===== src/hw/rtl/i2cmbw_pkg.sv =====
// ---------------------------------------------------------------------------
// i2cmbw_pkg
// Shared types and constants for the I2C master byte writer.
// ---------------------------------------------------------------------------
package i2cmbw_pkg;

  localparam int DelayWidth = 16;
  localparam logic [DelayWidth-1:0] DelayReset = 16'd100;
  localparam int ByteWidth = 8;
  localparam int BitCntWidth = $clog2(ByteWidth);
  localparam logic [BitCntWidth-1:0] LastBit = BitCntWidth'(ByteWidth - 1);

  // bus phase sequencer states
  typedef enum logic [3:0] {
    ST_IDLE,
    ST_START_HOLD,
    ST_START_SDA,
    ST_START_SCL,
    ST_BIT_SET,
    ST_BIT_HIGH,
    ST_BIT_LOW,
    ST_ACK_REL,
    ST_ACK_HIGH,
    ST_ACK_LOW,
    ST_ACK_DRIVE,
    ST_STOP_HIGH,
    ST_STOP_REL
  } state_t;

  // line operation applied on a phase step
  typedef enum logic [2:0] {
    LN_HOLD,
    LN_SDA_LOW,
    LN_SCL_LOW,
    LN_SDA_MSB,
    LN_SCL_HIGH,
    LN_SCL_LOW_SHIFT,
    LN_SDA_REL,
    LN_SCL_HIGH_SAMPLE
  } line_op_t;

  typedef struct packed {
    logic     load;   // take a new input word
    logic     step;   // run one bus phase
    line_op_t op;
    logic     last;   // final phase of the byte
  } cmd_t;

  typedef struct packed {
    logic can_step;   // hold time elapsed and output register free
    logic bits_done;  // current data bit is the eighth
    logic stop_req;
  } sts_t;

endpackage


===== src/hw/rtl/i2cmbw_if.sv =====
// ---------------------------------------------------------------------------
// i2cmbw channel interfaces
// Valid/ready channels for input bytes, bus phase results and configuration.
// ---------------------------------------------------------------------------
interface i2cmbw_in_if;
  logic       valid;
  logic       ready;
  logic [7:0] byte_value;
  logic       send_start;
  logic       send_stop;
  logic       ack_level;

  modport source (output valid, output byte_value, output send_start,
                  output send_stop, output ack_level, input ready);
  modport sink (input valid, input byte_value, input send_start,
                input send_stop, input ack_level, output ready);
endinterface

interface i2cmbw_out_if;
  logic valid;
  logic ready;
  logic scl_level;
  logic sda_level;
  logic acked;
  logic last_phase;

  modport source (output valid, output scl_level, output sda_level,
                  output acked, output last_phase, input ready);
  modport sink (input valid, input scl_level, input sda_level,
                input acked, input last_phase, output ready);
endinterface

interface i2cmbw_cfg_if;
  logic        valid;
  logic        ready;
  logic [15:0] data;

  modport source (output valid, output data, input ready);
  modport sink (input valid, input data, output ready);
endinterface


===== src/hw/rtl/i2cmbw_ctrl.sv =====
// ---------------------------------------------------------------------------
// i2cmbw_ctrl
// Bus phase sequencer: walks START, data bits, ACK and STOP phases.
// ---------------------------------------------------------------------------
module i2cmbw_ctrl (
  input  logic               clk,
  input  logic               rst,
  input  logic               in_valid,
  input  logic               in_start,
  output logic               in_ready,
  input  i2cmbw_pkg::sts_t   sts,
  output i2cmbw_pkg::cmd_t   cmd
);

  i2cmbw_pkg::state_t state, state_next;

  always_ff @(posedge clk) begin
    if (rst) begin
      state <= i2cmbw_pkg::ST_IDLE;
    end else begin
      state <= state_next;
    end
  end

  always_comb begin
    state_next = state;
    cmd.load   = 1'b0;
    cmd.step   = 1'b0;
    cmd.op     = i2cmbw_pkg::LN_HOLD;
    cmd.last   = 1'b0;
    in_ready   = (state == i2cmbw_pkg::ST_IDLE);
    case (state)
      i2cmbw_pkg::ST_IDLE: begin
        if (in_valid) begin
          cmd.load   = 1'b1;
          state_next = in_start ? i2cmbw_pkg::ST_START_HOLD : i2cmbw_pkg::ST_BIT_SET;
        end
      end
      i2cmbw_pkg::ST_START_HOLD: begin
        cmd.op = i2cmbw_pkg::LN_HOLD;
        if (sts.can_step) state_next = i2cmbw_pkg::ST_START_SDA;
      end
      i2cmbw_pkg::ST_START_SDA: begin
        cmd.op = i2cmbw_pkg::LN_SDA_LOW;
        if (sts.can_step) state_next = i2cmbw_pkg::ST_START_SCL;
      end
      i2cmbw_pkg::ST_START_SCL: begin
        cmd.op = i2cmbw_pkg::LN_SCL_LOW;
        if (sts.can_step) state_next = i2cmbw_pkg::ST_BIT_SET;
      end
      i2cmbw_pkg::ST_BIT_SET: begin
        cmd.op = i2cmbw_pkg::LN_SDA_MSB;
        if (sts.can_step) state_next = i2cmbw_pkg::ST_BIT_HIGH;
      end
      i2cmbw_pkg::ST_BIT_HIGH: begin
        cmd.op = i2cmbw_pkg::LN_SCL_HIGH;
        if (sts.can_step) state_next = i2cmbw_pkg::ST_BIT_LOW;
      end
      i2cmbw_pkg::ST_BIT_LOW: begin
        cmd.op = i2cmbw_pkg::LN_SCL_LOW_SHIFT;
        if (sts.can_step) begin
          state_next = sts.bits_done ? i2cmbw_pkg::ST_ACK_REL : i2cmbw_pkg::ST_BIT_SET;
        end
      end
      i2cmbw_pkg::ST_ACK_REL: begin
        cmd.op = i2cmbw_pkg::LN_SDA_REL;
        if (sts.can_step) state_next = i2cmbw_pkg::ST_ACK_HIGH;
      end
      i2cmbw_pkg::ST_ACK_HIGH: begin
        cmd.op = i2cmbw_pkg::LN_SCL_HIGH_SAMPLE;
        if (sts.can_step) state_next = i2cmbw_pkg::ST_ACK_LOW;
      end
      i2cmbw_pkg::ST_ACK_LOW: begin
        cmd.op = i2cmbw_pkg::LN_SCL_LOW;
        if (sts.can_step) state_next = i2cmbw_pkg::ST_ACK_DRIVE;
      end
      i2cmbw_pkg::ST_ACK_DRIVE: begin
        cmd.op   = i2cmbw_pkg::LN_SDA_LOW;
        cmd.last = !sts.stop_req;
        if (sts.can_step) begin
          state_next = sts.stop_req ? i2cmbw_pkg::ST_STOP_HIGH : i2cmbw_pkg::ST_IDLE;
        end
      end
      i2cmbw_pkg::ST_STOP_HIGH: begin
        cmd.op = i2cmbw_pkg::LN_SCL_HIGH;
        if (sts.can_step) state_next = i2cmbw_pkg::ST_STOP_REL;
      end
      i2cmbw_pkg::ST_STOP_REL: begin
        cmd.op   = i2cmbw_pkg::LN_SDA_REL;
        cmd.last = 1'b1;
        if (sts.can_step) state_next = i2cmbw_pkg::ST_IDLE;
      end
      default: begin
        state_next = i2cmbw_pkg::ST_IDLE;
      end
    endcase
    cmd.step = sts.can_step && (state != i2cmbw_pkg::ST_IDLE);
  end

  // a taken word always starts a phase sequence
  a_load_leaves_idle: assert property (@(posedge clk) disable iff (rst)
    cmd.load |=> state != i2cmbw_pkg::ST_IDLE)
    else $error("sequencer stayed idle after taking a word");

  // the final phase returns the sequencer to idle
  a_last_to_idle: assert property (@(posedge clk) disable iff (rst)
    cmd.step && cmd.last |=> state == i2cmbw_pkg::ST_IDLE)
    else $error("sequencer not idle after final phase");

  // idle is left only by taking a word
  a_idle_holds: assert property (@(posedge clk) disable iff (rst)
    state == i2cmbw_pkg::ST_IDLE && !in_valid |=> state == i2cmbw_pkg::ST_IDLE)
    else $error("sequencer left idle without a word");

endmodule


===== src/hw/rtl/i2cmbw_dp.sv =====
// ---------------------------------------------------------------------------
// i2cmbw_dp
// Line registers, shift register, hold timer and output register.
// ---------------------------------------------------------------------------
module i2cmbw_dp (
  input  logic                 clk,
  input  logic                 rst,
  input  i2cmbw_pkg::cmd_t     cmd,
  output i2cmbw_pkg::sts_t     sts,
  i2cmbw_in_if.sink            in_word,
  i2cmbw_out_if.source         out_word,
  i2cmbw_cfg_if.sink           cfg
);

  logic [i2cmbw_pkg::ByteWidth-1:0]   shift_reg;
  logic [i2cmbw_pkg::BitCntWidth-1:0] bit_cnt;
  logic                               stop_req;
  logic                               ack_level;
  logic                               ack_flag;
  logic                               scl_out;
  logic                               sda_out;
  logic [i2cmbw_pkg::DelayWidth-1:0]  delay_count;
  logic [i2cmbw_pkg::DelayWidth-1:0]  phase_delay;
  logic                               out_valid;
  logic                               out_scl;
  logic                               out_sda;
  logic                               out_acked;
  logic                               out_last;
  logic                               scl_next;
  logic                               sda_next;
  logic                               ack_next;

  assign cfg.ready = 1'b1;

  always_ff @(posedge clk) begin
    if (rst) begin
      phase_delay <= i2cmbw_pkg::DelayReset;
    end else if (cfg.valid) begin
      phase_delay <= cfg.data;
    end
  end

  // line levels after this phase's change
  always_comb begin
    scl_next = scl_out;
    sda_next = sda_out;
    ack_next = ack_flag;
    case (cmd.op)
      i2cmbw_pkg::LN_HOLD:            ;
      i2cmbw_pkg::LN_SDA_LOW:         sda_next = 1'b0;
      i2cmbw_pkg::LN_SCL_LOW:         scl_next = 1'b0;
      i2cmbw_pkg::LN_SDA_MSB:         sda_next = shift_reg[i2cmbw_pkg::ByteWidth-1];
      i2cmbw_pkg::LN_SCL_HIGH:        scl_next = 1'b1;
      i2cmbw_pkg::LN_SCL_LOW_SHIFT:   scl_next = 1'b0;
      i2cmbw_pkg::LN_SDA_REL:         sda_next = 1'b1;
      i2cmbw_pkg::LN_SCL_HIGH_SAMPLE: begin
        scl_next = 1'b1;
        ack_next = !ack_level;
      end
      default: ;
    endcase
  end

  always_ff @(posedge clk) begin
    if (rst) begin
      scl_out     <= 1'b1;
      sda_out     <= 1'b1;
      ack_flag    <= 1'b0;
      bit_cnt     <= '0;
      delay_count <= '0;
      out_valid   <= 1'b0;
    end else begin
      if (cmd.load) begin
        bit_cnt <= '0;
      end
      if (cmd.step) begin
        scl_out     <= scl_next;
        sda_out     <= sda_next;
        ack_flag    <= ack_next;
        delay_count <= phase_delay;
        out_valid   <= 1'b1;
        if (cmd.op == i2cmbw_pkg::LN_SCL_LOW_SHIFT) begin
          bit_cnt <= bit_cnt + 1'b1;
        end
      end else begin
        if (delay_count != '0) delay_count <= delay_count - 1'b1;
        if (out_word.ready) out_valid <= 1'b0;
      end
    end
  end

  // payload registers
  always_ff @(posedge clk) begin
    if (cmd.load) begin
      shift_reg <= in_word.byte_value;
      stop_req  <= in_word.send_stop;
      ack_level <= in_word.ack_level;
    end else if (cmd.step && cmd.op == i2cmbw_pkg::LN_SCL_LOW_SHIFT) begin
      shift_reg <= {shift_reg[i2cmbw_pkg::ByteWidth-2:0], 1'b0};
    end
    if (cmd.step) begin
      out_scl   <= scl_next;
      out_sda   <= sda_next;
      out_acked <= cmd.last && ack_next;
      out_last  <= cmd.last;
    end
  end

  assign sts.can_step  = (delay_count == '0) && (!out_valid || out_word.ready);
  assign sts.bits_done = (bit_cnt == i2cmbw_pkg::LastBit);
  assign sts.stop_req  = stop_req;

  assign out_word.valid      = out_valid;
  assign out_word.scl_level  = out_scl;
  assign out_word.sda_level  = out_sda;
  assign out_word.acked      = out_acked;
  assign out_word.last_phase = out_last;

  // a phase never overwrites an untaken result
  a_no_overwrite: assert property (@(posedge clk) disable iff (rst)
    cmd.step |-> !out_valid || out_word.ready)
    else $error("phase result overwritten before taken");

  // each phase restarts the hold timer
  a_hold_reload: assert property (@(posedge clk) disable iff (rst)
    cmd.step |=> delay_count == $past(phase_delay) && out_valid)
    else $error("hold timer not reloaded on phase");

  // the eighth bit wraps the bit counter
  a_bit_wrap: assert property (@(posedge clk) disable iff (rst)
    cmd.step && cmd.op == i2cmbw_pkg::LN_SCL_LOW_SHIFT && sts.bits_done
    |=> bit_cnt == '0)
    else $error("bit counter did not wrap after eighth bit");

endmodule


===== src/hw/rtl/i2c_master_byte_writer_unit.sv =====
// ---------------------------------------------------------------------------
// i2c_master_byte_writer_unit
// Write-only I2C master that turns bytes into a stream of bus phase words.
// ---------------------------------------------------------------------------
// Each input word is one byte plus START/STOP requests and the ACK level the
// target will show. The block emits one output word per bus phase carrying
// the SCL and SDA levels: 3 phases for an optional START, 3 per data bit
// (MSB first), 4 for the acknowledge, 2 for an optional STOP, so 28 to 33
// words per byte. Every phase is held by a 16-bit down counter loaded from
// phase_delay; the next phase waits until the counter is zero and the sink
// has taken the previous word, so the hold counter and the sink set the
// pace. Between bytes the sequencer passes through its idle state to take
// the next word. The final word of a byte has last_phase set and carries
// acked (1 when the target pulled SDA low on the acknowledge clock). A new byte
// is taken once the sequencer is idle, even while the final word still
// waits in the output register. A START without a STOP before it starts
// from low lines, so no repeated start appears; the block does not repair
// this.
// ---------------------------------------------------------------------------
module i2c_master_byte_writer_unit (
  input  logic          clk,
  input  logic          rst,
  i2cmbw_in_if.sink     in_word,
  i2cmbw_out_if.source  out_word,
  i2cmbw_cfg_if.sink    cfg
);

  i2cmbw_pkg::cmd_t cmd;   // sequencer to datapath
  i2cmbw_pkg::sts_t sts;   // datapath to sequencer
  logic             in_ready;

  assign in_word.ready = in_ready;

  // phase sequencer
  i2cmbw_ctrl u_ctrl (
    .clk      (clk),
    .rst      (rst),
    .in_valid (in_word.valid),
    .in_start (in_word.send_start),
    .in_ready (in_ready),
    .sts      (sts),
    .cmd      (cmd)
  );

  // line state, shifter, hold timer, output register, config register
  i2cmbw_dp u_dp (
    .clk      (clk),
    .rst      (rst),
    .cmd      (cmd),
    .sts      (sts),
    .in_word  (in_word),
    .out_word (out_word),
    .cfg      (cfg)
  );

endmodule

===== src/flat_wrapper.sv =====
// flat-port wrapper written by rule: the top's interface ports become plain ports
module i2c_master_byte_writer_unit_flat 
  (clk, rst, in_word_valid, in_word_byte_value, in_word_send_start, in_word_send_stop, in_word_ack_level, in_word_ready, out_word_valid, out_word_scl_level, out_word_sda_level, out_word_acked, out_word_last_phase, out_word_ready, cfg_valid, cfg_data, cfg_ready);
  i2cmbw_in_if in_word_i ();
  i2cmbw_out_if out_word_i ();
  i2cmbw_cfg_if cfg_i ();
  input  logic clk;
  input  logic rst;
  input wire logic [$bits(in_word_i.valid)-1:0] in_word_valid;
  input wire logic [$bits(in_word_i.byte_value)-1:0] in_word_byte_value;
  input wire logic [$bits(in_word_i.send_start)-1:0] in_word_send_start;
  input wire logic [$bits(in_word_i.send_stop)-1:0] in_word_send_stop;
  input wire logic [$bits(in_word_i.ack_level)-1:0] in_word_ack_level;
  output wire logic [$bits(in_word_i.ready)-1:0] in_word_ready;
  output wire logic [$bits(out_word_i.valid)-1:0] out_word_valid;
  output wire logic [$bits(out_word_i.scl_level)-1:0] out_word_scl_level;
  output wire logic [$bits(out_word_i.sda_level)-1:0] out_word_sda_level;
  output wire logic [$bits(out_word_i.acked)-1:0] out_word_acked;
  output wire logic [$bits(out_word_i.last_phase)-1:0] out_word_last_phase;
  input wire logic [$bits(out_word_i.ready)-1:0] out_word_ready;
  input wire logic [$bits(cfg_i.valid)-1:0] cfg_valid;
  input wire logic [$bits(cfg_i.data)-1:0] cfg_data;
  output wire logic [$bits(cfg_i.ready)-1:0] cfg_ready;
  assign in_word_i.valid = in_word_valid;
  assign in_word_i.byte_value = in_word_byte_value;
  assign in_word_i.send_start = in_word_send_start;
  assign in_word_i.send_stop = in_word_send_stop;
  assign in_word_i.ack_level = in_word_ack_level;
  assign in_word_ready = in_word_i.ready;
  assign out_word_valid = out_word_i.valid;
  assign out_word_scl_level = out_word_i.scl_level;
  assign out_word_sda_level = out_word_i.sda_level;
  assign out_word_acked = out_word_i.acked;
  assign out_word_last_phase = out_word_i.last_phase;
  assign out_word_i.ready = out_word_ready;
  assign cfg_i.valid = cfg_valid;
  assign cfg_i.data = cfg_data;
  assign cfg_ready = cfg_i.ready;
  i2c_master_byte_writer_unit u_core (.clk(clk), .rst(rst), .in_word(in_word_i), .out_word(out_word_i), .cfg(cfg_i));
endmodule

===== config.mk =====
export PLATFORM = sky130hd
export DESIGN_NAME = i2c_master_byte_writer_unit_flat
export DESIGN_NICKNAME = d
export VERILOG_FILES = /design/src/hw/rtl/i2cmbw_pkg.sv /design/src/hw/rtl/i2cmbw_if.sv /design/src/hw/rtl/i2cmbw_ctrl.sv /design/src/hw/rtl/i2cmbw_dp.sv /design/src/hw/rtl/i2c_master_byte_writer_unit.sv /design/src/flat_wrapper.sv
export SDC_FILE = /design/constraint.sdc
export NUM_CORES = 1
export LEC_CHECK = 0
export ABC_CLOCK_PERIOD_IN_PS = 5800
export BUFFER_PORTS_ARGS = -buffer_cell sky130_fd_sc_hd__buf_2
export CAP_MARGIN = 25
export CORE_MARGIN = 1.5
export CORE_UTILIZATION = 60
export DETAILED_ROUTE_END_ITERATION = 10
export PLACE_DENSITY = 0.89
export SLEW_MARGIN = 25
export SYNTH_ARGS = -nofsm -noshare
export SYNTH_HDL_FRONTEND = slang
export SYNTH_SLANG_ARGS = --single-unit

===== constraint.sdc =====
create_clock -name clk -period 5.8 [get_ports clk]
set_input_delay 0.29 -clock clk [delete_from_list [all_inputs] [get_ports clk]]
set_output_delay 0.29 -clock clk [all_outputs]
set_load 0.05 [all_outputs]

==> results by group, run 1 <==
Synth
  – Mux share of post-synthesis cell area: 8.67%
  – Post-Syn Nets: 350
  – Synth Area in Compound Gates: between 10% and 20%
  – Largest family of logic cells by synthesized area: simple AND/OR/NAND/NOR gates
  – Syn Inst Count: around 320
  – Sequential-to-total area share from yosys stat: between 40% and 50%
  – Yosys reg bits: 57
  – Primary FF master, synth: dfxtp_1
  – Synth Area in XOR/XNOR: ~1.5%
  – Distinct cells, synth: between 60 and 70
  – Synth Area per Inst: 9.35 um2
  – Simple-gate area share of the yosys netlist: roughly 28%
  – Yosys warns: 0
  – Mapped Area: roughly 2900 um2
  – Post-synthesis async set-or-reset flop share: 0%
  – Adder-cell share of the synthesized area: around 1.3%
  – Post-synth EDFFs: 14

Critical path
  – Crit path launch: u_core.u_ctrl.state[1]
  – Critical path launch point type: flop
  – Critical path depth: 6
  – FF-to-FF Start: u_core.u_ctrl.state[1]
  – Worst path max stage delay: around 0.64 ns
  – Worst Path Max Fanout: 18
  – Crit path buf inv count: 2
  – Slowest-stage cell, CP: dfxtp_1
  – Crit Path Class: reg2reg
  – CP endpoint kind: flop
  – Arr. time, crit path: ~2.8 ns
  – Worst EP required: about 6.0 ns
  – Critical path cell sequence: or4_4 -> clkinv_4 -> nand2_1 -> clkinv_1 -> a221oi_4 -> mux2_4
  – CP top delay family: flip-flops
  – R2R depth: 6

CTS
  – CTS tree: built
  – Root Driver: clkbuf_8
  – Worst-Skew Late Latency: 0.33 ns
  – Clock Pin Slew Worst Setup and Hold Paths: around 0.060 ns
  – CTS Hold Bufs: 0
  – Inserted Clock Buffers: 9
  – CTS sink cnt: between 50 and 60
  – CTS max path bufs: 2
  – Post_cts resized: 0
  – Post-CTS Setup Bufs: 0
  – CTS H-tree lvls: 3

STA
  – Max-slew headroom: about half
  – Peak Freq: between 0.3 and 0.4 GHz
  – Worst Clk Skew: ~0.0078 ns
  – Max-slew violations: 0
  – RSZ-0062 raised after global routing: false
  – Final worst-path cycle share: around 44%
  – Hold Slack: 0.129 ns
  – Final hold violation count: 0
  – Final setup viols: 0
  – Setup_tns: 0 ns
  – Slew @ Worst Pin: approximately 0.77 ns
  – Post-route minimum period: roughly 2.5 ns

Layout
  – Fillers: 345
  – NumNets Final: 380
  – Ant. Diodes: 0
  – Share of cells above drive strength 1: a little under a fifth
  – Most common cell after layout, fill and taps aside: dfxtp_1
  – Fin cells: roughly 420
  – Most frequent cells in the layout: dfxtp_1 (43), nand2_1 (42), buf_2 (37), nor2_1 (27), mux2i_1 (21)
  – Synth-to-Final Area Change: 12.5%

Power
  – Worst VDD drop: roughly 0.35 mV
  – Leakage power: 1.36 nW
  – PD cells: approximately 510 nW/um2
  – PnR Total Power: about 1.7 mW

Routing
  – DRT Pass-1 Iters: 5
  – Vias: 2502
  – Total Routed Length: 6410 um
  – DR vias/cell: 6.00
  – WL/cell: 15.4 um
  – DRC: 0
  – Iter 0 DRT Violations: 260
  – DRT antenna net count: 0

Worst hold path
  – HP Class: in2reg
  – Worst hold path startpoint: in_word_send_stop
  – Cell count of the worst hold path: 1

Job
  – # Max-Cap Violations: 0

Global routing
  – Total GRT Usage: a little over a quarter
  – Largest net degree at the start of global routing: 40
  – Vias in the first global route: roughly 2.4k
  – Total grt overflow: 0
  – Initial antenna violation count: 0
  – First-pass GRT wire length: ~11000 um

Floorplanning
  – I/O pin total: 39
  – Initial cell density of the core: between 60 and 70%
  – Rows: 25
  – Die extent in x: 73.1 um
  – DIE AREA: 5340 um2
  – Core area: roughly 4700 um2
  – Die height: between 70 and 80 um

Place
  – Port buffer count: 37
  – Post-DP HPWL: between 4000 and 5000 um
  – RePlAce Congestion: approximately 0.98
  – Dpl cells: approximately 400

Run status
  – Status: finished, final reports clean
## synthesized netlist by cell type, drive strengths merged (4+ instances only)
cell | instances | area, um2
o21ai | 6 | 30.0
nand2b | 6 | 37.5
nor2b | 8 | 50.1
a21oi | 12 | 60.1
and2 | 4 | 25.0
a31oi | 7 | 43.8
nor4 | 5 | 91.3
edfxtp | 14 | 420
inv | 8 | 30.0
nand2 | 42 | 158
nor3 | 5 | 25.0
clkbuf | 10 | 37.5
nand4 | 9 | 71.3
dfxtp | 43 | 861
mux2i | 21 | 210
nor2 | 27 | 101
nand3 | 17 | 85.1
buf | 8 | 46.3
## where the power goes
| part | switching [mW] | leakage, nW | total, mW | internal (mW) |
|---|---|---|---|---|
| Combinational | 0.460 | 0.779 | 0.729 | 0.270 |
| Clock | 0.151 | 0.0992 | 0.339 | 0.188 |
| Sequential | 0.0974 | 0.485 | 0.614 | 0.516 |
| Total | 0.708 | 1.36 | 1.68 | 0.974 |
## routing by layer
metal  global-route usage, %  wire [um]  part of all wire (%)  vias to the layer above
met5                       0          0                     0                        -
met4                    12.8        147                   2.3                        0
met3                    4.42        454                   7.1                       18
met2                    42.0       2960                    46                      102
met1                    35.1       2840                    44                     1177
li1                        -          -                     -                     1205
## area by class of cell
class	count	area [um2]	area share, %
Clock buffer	13	169	5.10
Clock inverter	3	15.0	0.453
Inverter	10	42.5	1.28
Multi-Input combinational cell	230	1540	46.4
Sequential cell	57	1280	38.7
Tap cell	67	83.8	2.53
Timing Repair Buffer	37	185	5.59
## path summary, 6_finish.rpt
kind | end | slack [ns]
setup / recovery | u_core.u_ctrl.state[2] | 3.27
hold / removal | u_core.u_dp.stop_req | 0.13
setup reg to reg | u_core.u_ctrl.state[2] | 3.27
hold reg to reg | u_core.u_dp.delay_count[3] | 0.48
## logic make-up after synthesis
logic type / after synthesis
AND/OR/NAND/NOR: 146
flip-flops: 57
AO/OA/AOI/OAI: 51
buffers and inverters: 28
multiplexers: 24
XOR/XNOR: 5
adder cells (fa/ha/maj): 3
other: 1
## metrics by stage
stage	utilization (%)	cell area (um2)	worst slack [ns]
3_5_place_dp	66.3	3130	3.31
2_1_floorplan	-	2940	3.89
3_3_place_gp	66.3	3130	3.37
4_1_cts	70.1	3310	3.29
6_report	70.1	3310	3.27
5_1_grt	70.1	3310	3.08
No activity file was read; power rests on OpenSTA's default activity.
==> run 2: changes to the inputs <==
--- a/config.mk
+++ b/config.mk
@@ -5,13 +5,13 @@
 export SDC_FILE = /design/constraint.sdc
 export NUM_CORES = 1
 export LEC_CHECK = 0
-export ABC_CLOCK_PERIOD_IN_PS = 5800
+export ABC_CLOCK_PERIOD_IN_PS = 2400
 export BUFFER_PORTS_ARGS = -buffer_cell sky130_fd_sc_hd__buf_2
 export CAP_MARGIN = 25
 export CORE_MARGIN = 1.5
-export CORE_UTILIZATION = 60
+export CORE_UTILIZATION = 57
 export DETAILED_ROUTE_END_ITERATION = 10
-export PLACE_DENSITY = 0.89
+export PLACE_DENSITY = 0.85
 export SLEW_MARGIN = 25
 export SYNTH_ARGS = -nofsm -noshare
 export SYNTH_HDL_FRONTEND = slang
==> constraint.sdc (replaced) <==
create_clock -name clk -period 2.4 [get_ports clk]
set_input_delay 0.12 -clock clk [delete_from_list [all_inputs] [get_ports clk]]
set_output_delay 0.12 -clock clk [all_outputs]
set_load 0.05 [all_outputs]
==> run 2 against run 1 <==
- die area grew 5.0%
- cell count up 4.3%
- largest cell class unchanged
- global-route usage is 1.1 points lower
==> results by group, run 2 (synthesized netlist as in run 1, its figures left out) <==
Floorplanning
  – Rows: 25
  – Die height: 74.9 um
  – DIE AREA: 5610 um2
  – Core area: slightly below 5000 um2
  – Initial cell density of the core: between 60% and 70%
  – Die extent in x: ~75 um
  – I/O pin total: 39

Routing
  – Iter 0 DRT Violations: between 200 and 250
  – Total Routed Length: 6450 um
  – DRC: 0
  – DRT Pass-1 Iters: 4
  – DRT antenna net count: 0
  – DR vias/cell: 5.78
  – WL/cell: around 15 um
  – Vias: 2514

Critical path
  – Crit path launch: u_core.u_dp.delay_count[2]
  – Crit Path Class: reg2reg
  – Arr. time, crit path: 2.05 ns
  – Worst EP required: 2.40 ns
  – FF-to-FF Start: u_core.u_dp.delay_count[2]
  – CP endpoint kind: flop
  – Worst Path Max Fanout: 9
  – Critical path launch point type: flop

STA
  – Peak Freq: just under 0.5 GHz
  – RSZ-0062 raised after global routing: false
  – Slew @ Worst Pin: 0.644 ns
  – Final hold violation count: 0
  – Max-slew violations: 0
  – PnR worst setup slack: about 0.35 ns
  – Max-slew headroom: between 50% and 60%
  – Setup_tns: 0 ns
  – Final worst-path cycle share: 85.4%
  – Worst Clk Skew: 0.00821 ns
  – Post-route minimum period: about 2 ns
  – Final setup viols: 0

Layout
  – Share of cells above drive strength 1: around 22%
  – Most common cell after layout, fill and taps aside: dfxtp_1
  – Synth-to-Final Area Change: 17.3%
  – NumNets Final: 398
  – Fin cells: ~440
  – Most frequent cells in the layout: dfxtp_1 (43), nand2_1 (42), buf_2 (37), nor2_1 (27), mux2i_1 (21)
  – Ant. Diodes: 0
  – Post-layout util: 71.3%

Place
  – Post-DP HPWL: ~4500 um
  – Dpl ws: 0.369 ns
  – Port buffer count: 37
  – Dpl cells: 415
  – RePlAce Congestion: slightly above 0.9

Power
  – PnR Total Power: 4.21 mW
  – Worst VDD drop: 0.837 mV
  – Leakage power: roughly 1.4 nW
  – PD cells: around 1200 nW/um2

Global routing
  – Largest net degree at the start of global routing: 39
  – Vias in the first global route: approximately 2.3k
  – Initial antenna violation count: 0
  – First-pass GRT wire length: between 10000 and 15000 um
  – Total GRT Usage: 25.4%
  – Total grt overflow: 0

CTS
  – CTS max path bufs: 2
  – CTS H-tree lvls: 3
  – Inserted Clock Buffers: 9
  – CTS tree: built
  – CTS sink cnt: 57
  – Root Driver: clkbuf_8
  – Post-CTS Setup Bufs: 0
  – Clock Pin Slew Worst Setup and Hold Paths: around 0.07 ns
  – Worst-Skew Late Latency: about 0.33 ns

Worst hold path
  – HP Class: in2reg
  – Worst hold path startpoint: cfg_data[6]

Run status
  – Status: finished, final reports clean

Job
  – # Max-Cap Violations: 0
-- run 2: changes by cell type in the layout (fill, tap and decap cells not counted) --
cell	previous run	this run
inv_4	0	1
clkbuf_1	1	0
buf_4	0	14
dlygate4sd3_1	0	4
clkbuf_8	12	11
clkinvlp_4	0	1
-- run 2: per-layer routing --
metal	global-route usage, %	vias to the layer above	wire [um]
met4	9.90	0	59
met5	0	-	0
met1	35.8	1193	3030
met2	38.2	80	3000
li1	-	1236	-
met3	5.62	5	356
-- run 2: area by class of cell --
class / count / area [um2]
sequential: 57 / 1280
inverter: 10 / 42.5
fill: 380 / 1390
tap: 67 / 83.8
multi-input combinational: 230 / 1540
clock inverter: 5 / 28.8
clock buffer: 11 / 151
timing repair buffer: 55 / 330
-- run 2: per-stage QoR --
step                      cell area (um2)  hold slack (ns)
after detailed placement             3230            0.298
after CTS                            3450          0.00845
after floorplan                      2940            0.219
after global routing                 3450           0.0181
after global placement               3230            0.297
final                                3450           0.0170
-- run 2: report_power, final --
| group | internal (mW) | total, mW | switching, mW |
|---|---|---|---|
| registers | 1.25 | 1.41 | 0.165 |
| logic | 0.779 | 1.99 | 1.21 |
| clock network | 0.425 | 0.802 | 0.376 |
-- run 2: what timing repair did --
item | in CTS | in global routing
endpoints found under the hold margin | 4 | 0
hold buffers | 4 | 0
gates resized for setup | 0 | 0
-- run 2: final timing paths --
| path | end | depth (start not counted) | slack (ns) |
|---|---|---|---|
| max reg2reg | u_core.u_dp.shift_reg[0] | 4 | 0.35 |
| min reg2reg | u_core.u_dp.bit_cnt[1] | 2 | 0.48 |
| min | u_core.u_dp.phase_delay[6] | 3 | 0.02 |
| max | u_core.u_dp.shift_reg[0] | 4 | 0.35 |
-- run 2: critical path, stage by stage, from the launching register on --
cell     delay, ns
dfxtp_1       0.37
nor4_4        0.52
and4_1        0.35
nand4_4       0.15
nand2_1       0.34
==> run 3: changes to the inputs <==
--- a/config.mk
+++ b/config.mk
@@ -12,6 +12,7 @@
 export CORE_UTILIZATION = 57
 export DETAILED_ROUTE_END_ITERATION = 10
 export PLACE_DENSITY = 0.85
+export RECOVER_POWER = 100
 export SLEW_MARGIN = 25
 export SYNTH_ARGS = -nofsm -noshare
 export SYNTH_HDL_FRONTEND = slang
==> run 3 against run 2 <==
- clock skew is 0.00054 ns higher
- critical endpoint is now u_core.u_dp.out_word.last_phase
- global-route usage stayed put
- utilization fell by 0.72 points
- first-iteration DRC count grew 4.7%
- clock-buffer cell count unchanged
- sequential power about the same
- sequential share of layout area rose by 0.38 points
- clock power hardly changed
==> results by group, run 3 (synthesized netlist as in run 1, its figures left out) <==
Run status
  – Status: finished, final reports clean

Layout
  – Most common cell after layout, fill and taps aside: dfxtp_1
  – NumNets Final: around 400
  – Fillers: between 300 and 400
  – Multi-input combinational cell area: 1530 um2
  – Ant. Diodes: 0
  – Share of cells above drive strength 1: a little under a fifth
  – Post-layout util: between 70% and 80%
  – Final Cell Area: 3420 um2
  – Register Area: around 1300 um2
  – Synth-to-Final Area Change: 16.1%
  – Most frequent cells in the layout: dfxtp_1 (43), nand2_1 (42), buf_2 (30), nor2_1 (27), mux2i_1 (21)

Worst hold path
  – Cell count of the worst hold path: 3
  – HP Class: in2reg

Critical path
  – Critical path launch point type: flop
  – Slowest-stage cell, CP: nor4_4
  – R2R depth: 4
  – Crit Path Class: reg2reg
  – Critical path cell sequence: nor4_4 -> and4b_1 -> nand2_1 -> inv_1
  – Worst path max stage delay: about 0.52 ns
  – Worst EP required: ~2.4 ns
  – CP endpoint kind: flop
  – Arr. time, crit path: between 2 and 2.5 ns
  – Worst Path Max Fanout: 10

Place
  – RePlAce Congestion: between 0.9 and 1
  – Port buffer count: 37
  – DP Area: about 3200 um2
  – Post-DP HPWL: about 4500 um

STA
  – Final hold violation count: 0
  – Peak Freq: 0.467 GHz
  – Worst Clk Skew: just under 0.009 ns
  – Slew @ Worst Pin: between 1 and 1.5 ns
  – Post-route minimum period: around 2.1 ns
  – Final setup viols: 0
  – Final worst-path cycle share: just under 90%
  – Max-slew violations: 0
  – Hold Slack: approximately 0.022 ns
  – Setup_tns: 0 ns
  – RSZ-0062 raised after global routing: false
  – Max-slew headroom: between 20% and 30%

Floorplanning
  – Die extent in x: 74.9 um
  – Initial cell density of the core: roughly 61%
  – Die height: about 75 um
  – Core area: 4850 um2
  – Rows: 25
  – DIE AREA: between 5000 and 6000 um2
  – I/O pin total: 39

Global routing
  – Routing usage on met2: 38.2%
  – Met1 Resource Use GR: 35.8%
  – Most Crowded Layer GR: met2
  – Initial antenna violation count: 0
  – Total grt overflow: 0
  – Routing usage on met3: roughly 5.6%
  – Total GRT Usage: 25.4%
  – Vias in the first global route: roughly 2.3k
  – First-pass GRT wire length: roughly 11000 um
  – Largest net degree at the start of global routing: 39

Power
  – Leakage power: between 1 and 1.5 nW
  – Worst VDD drop: around 0.8 mV
  – Clock Power Share: roughly 19%
  – PnR Total Power: just over 4 mW
  – Sw Ratio: 42.1%
  – Int Pwr: 2.40 mW
  – Switch Pwr: 1.75 mW
  – Comb power frac: between 40% and 50%
  – Power share of the sequential group: around 34%
  – PD cells: around 1200 nW/um2

CTS
  – Clock Pin Slew Worst Setup and Hold Paths: 0.07 ns
  – CTS sink cnt: between 50 and 60
  – CTS tree: built
  – CTS max path bufs: 2
  – Root Driver: clkbuf_8
  – CTS H-tree lvls: 3
  – Worst-Skew Late Latency: approximately 0.33 ns
  – Inserted Clock Buffers: 9

Routing
  – DRC: 0
  – Iter 0 DRT Violations: around 220
  – Vias: 2527
  – DRT antenna net count: 0
  – DR vias/cell: around 5.8
  – Total Routed Length: 6460 um
  – DRT Pass-1 Iters: 4
  – WL/cell: about 15 um

Job
  – # Max-Cap Violations: 0
## run 3: area by class of cell
type                       count  area share (%)
sequential                    57            37.5
multi-input combinational    230            44.6
clock buffer                  11            4.43
timing repair buffer          55            8.96
tap                           67            2.45
clock inverter                 5           0.842
inverter                      10            1.24
## run 3: worst paths after layout
kind                                           to                       start  slack [ns]
hold / removal         u_core.u_dp.phase_delay[6]                 cfg_data[6]        0.02
hold reg to reg              u_core.u_dp.ack_flag        u_core.u_dp.ack_flag        0.48
setup reg to reg  u_core.u_dp.out_word.last_phase  u_core.u_dp.delay_count[2]        0.26
setup / recovery  u_core.u_dp.out_word.last_phase  u_core.u_dp.delay_count[2]        0.26
## run 3: power by group through the flow
stage | logic [mW] | registers (mW) | clock network, mW
2_1_floorplan | 1.43 | 1.45 | 0
5_1_grt | 2.12 | 1.44 | 0.856
4_1_cts | 1.97 | 1.41 | 0.814
6_report | 1.93 | 1.41 | 0.799
3_3_place_gp | 1.92 | 1.42 | 0
3_5_place_dp | 1.96 | 1.43 | 0
## run 3: timing repair
item                                   CTS  global route
setup buffers                            0             0
resized for setup                        0             0
endpoints found under the hold margin    4             0
hold buffers                             4             0
## run 3: critical path: cells and delay by family (launching register included)
kind	cells	cell delay [ns]
DFF	1	0.37
buffers and inverters	1	0.33
and+or+nand+nor	3	1.09
## run 3: metrics by stage
step | worst slack, ns | std cells
floorplan | 0.488 | 315
global placement | 0.417 | 415
detailed placement | 0.369 | 415
CTS | 0.352 | 435
global route | 0.152 | 435
finish | 0.260 | 435
## run 3: routing by layer
layer	part of all wire, %	up-vias
li1	-	1238
met1	47	1188
met2	46	93
met3	6.5	8
met4	1.1	0
met5	0	-
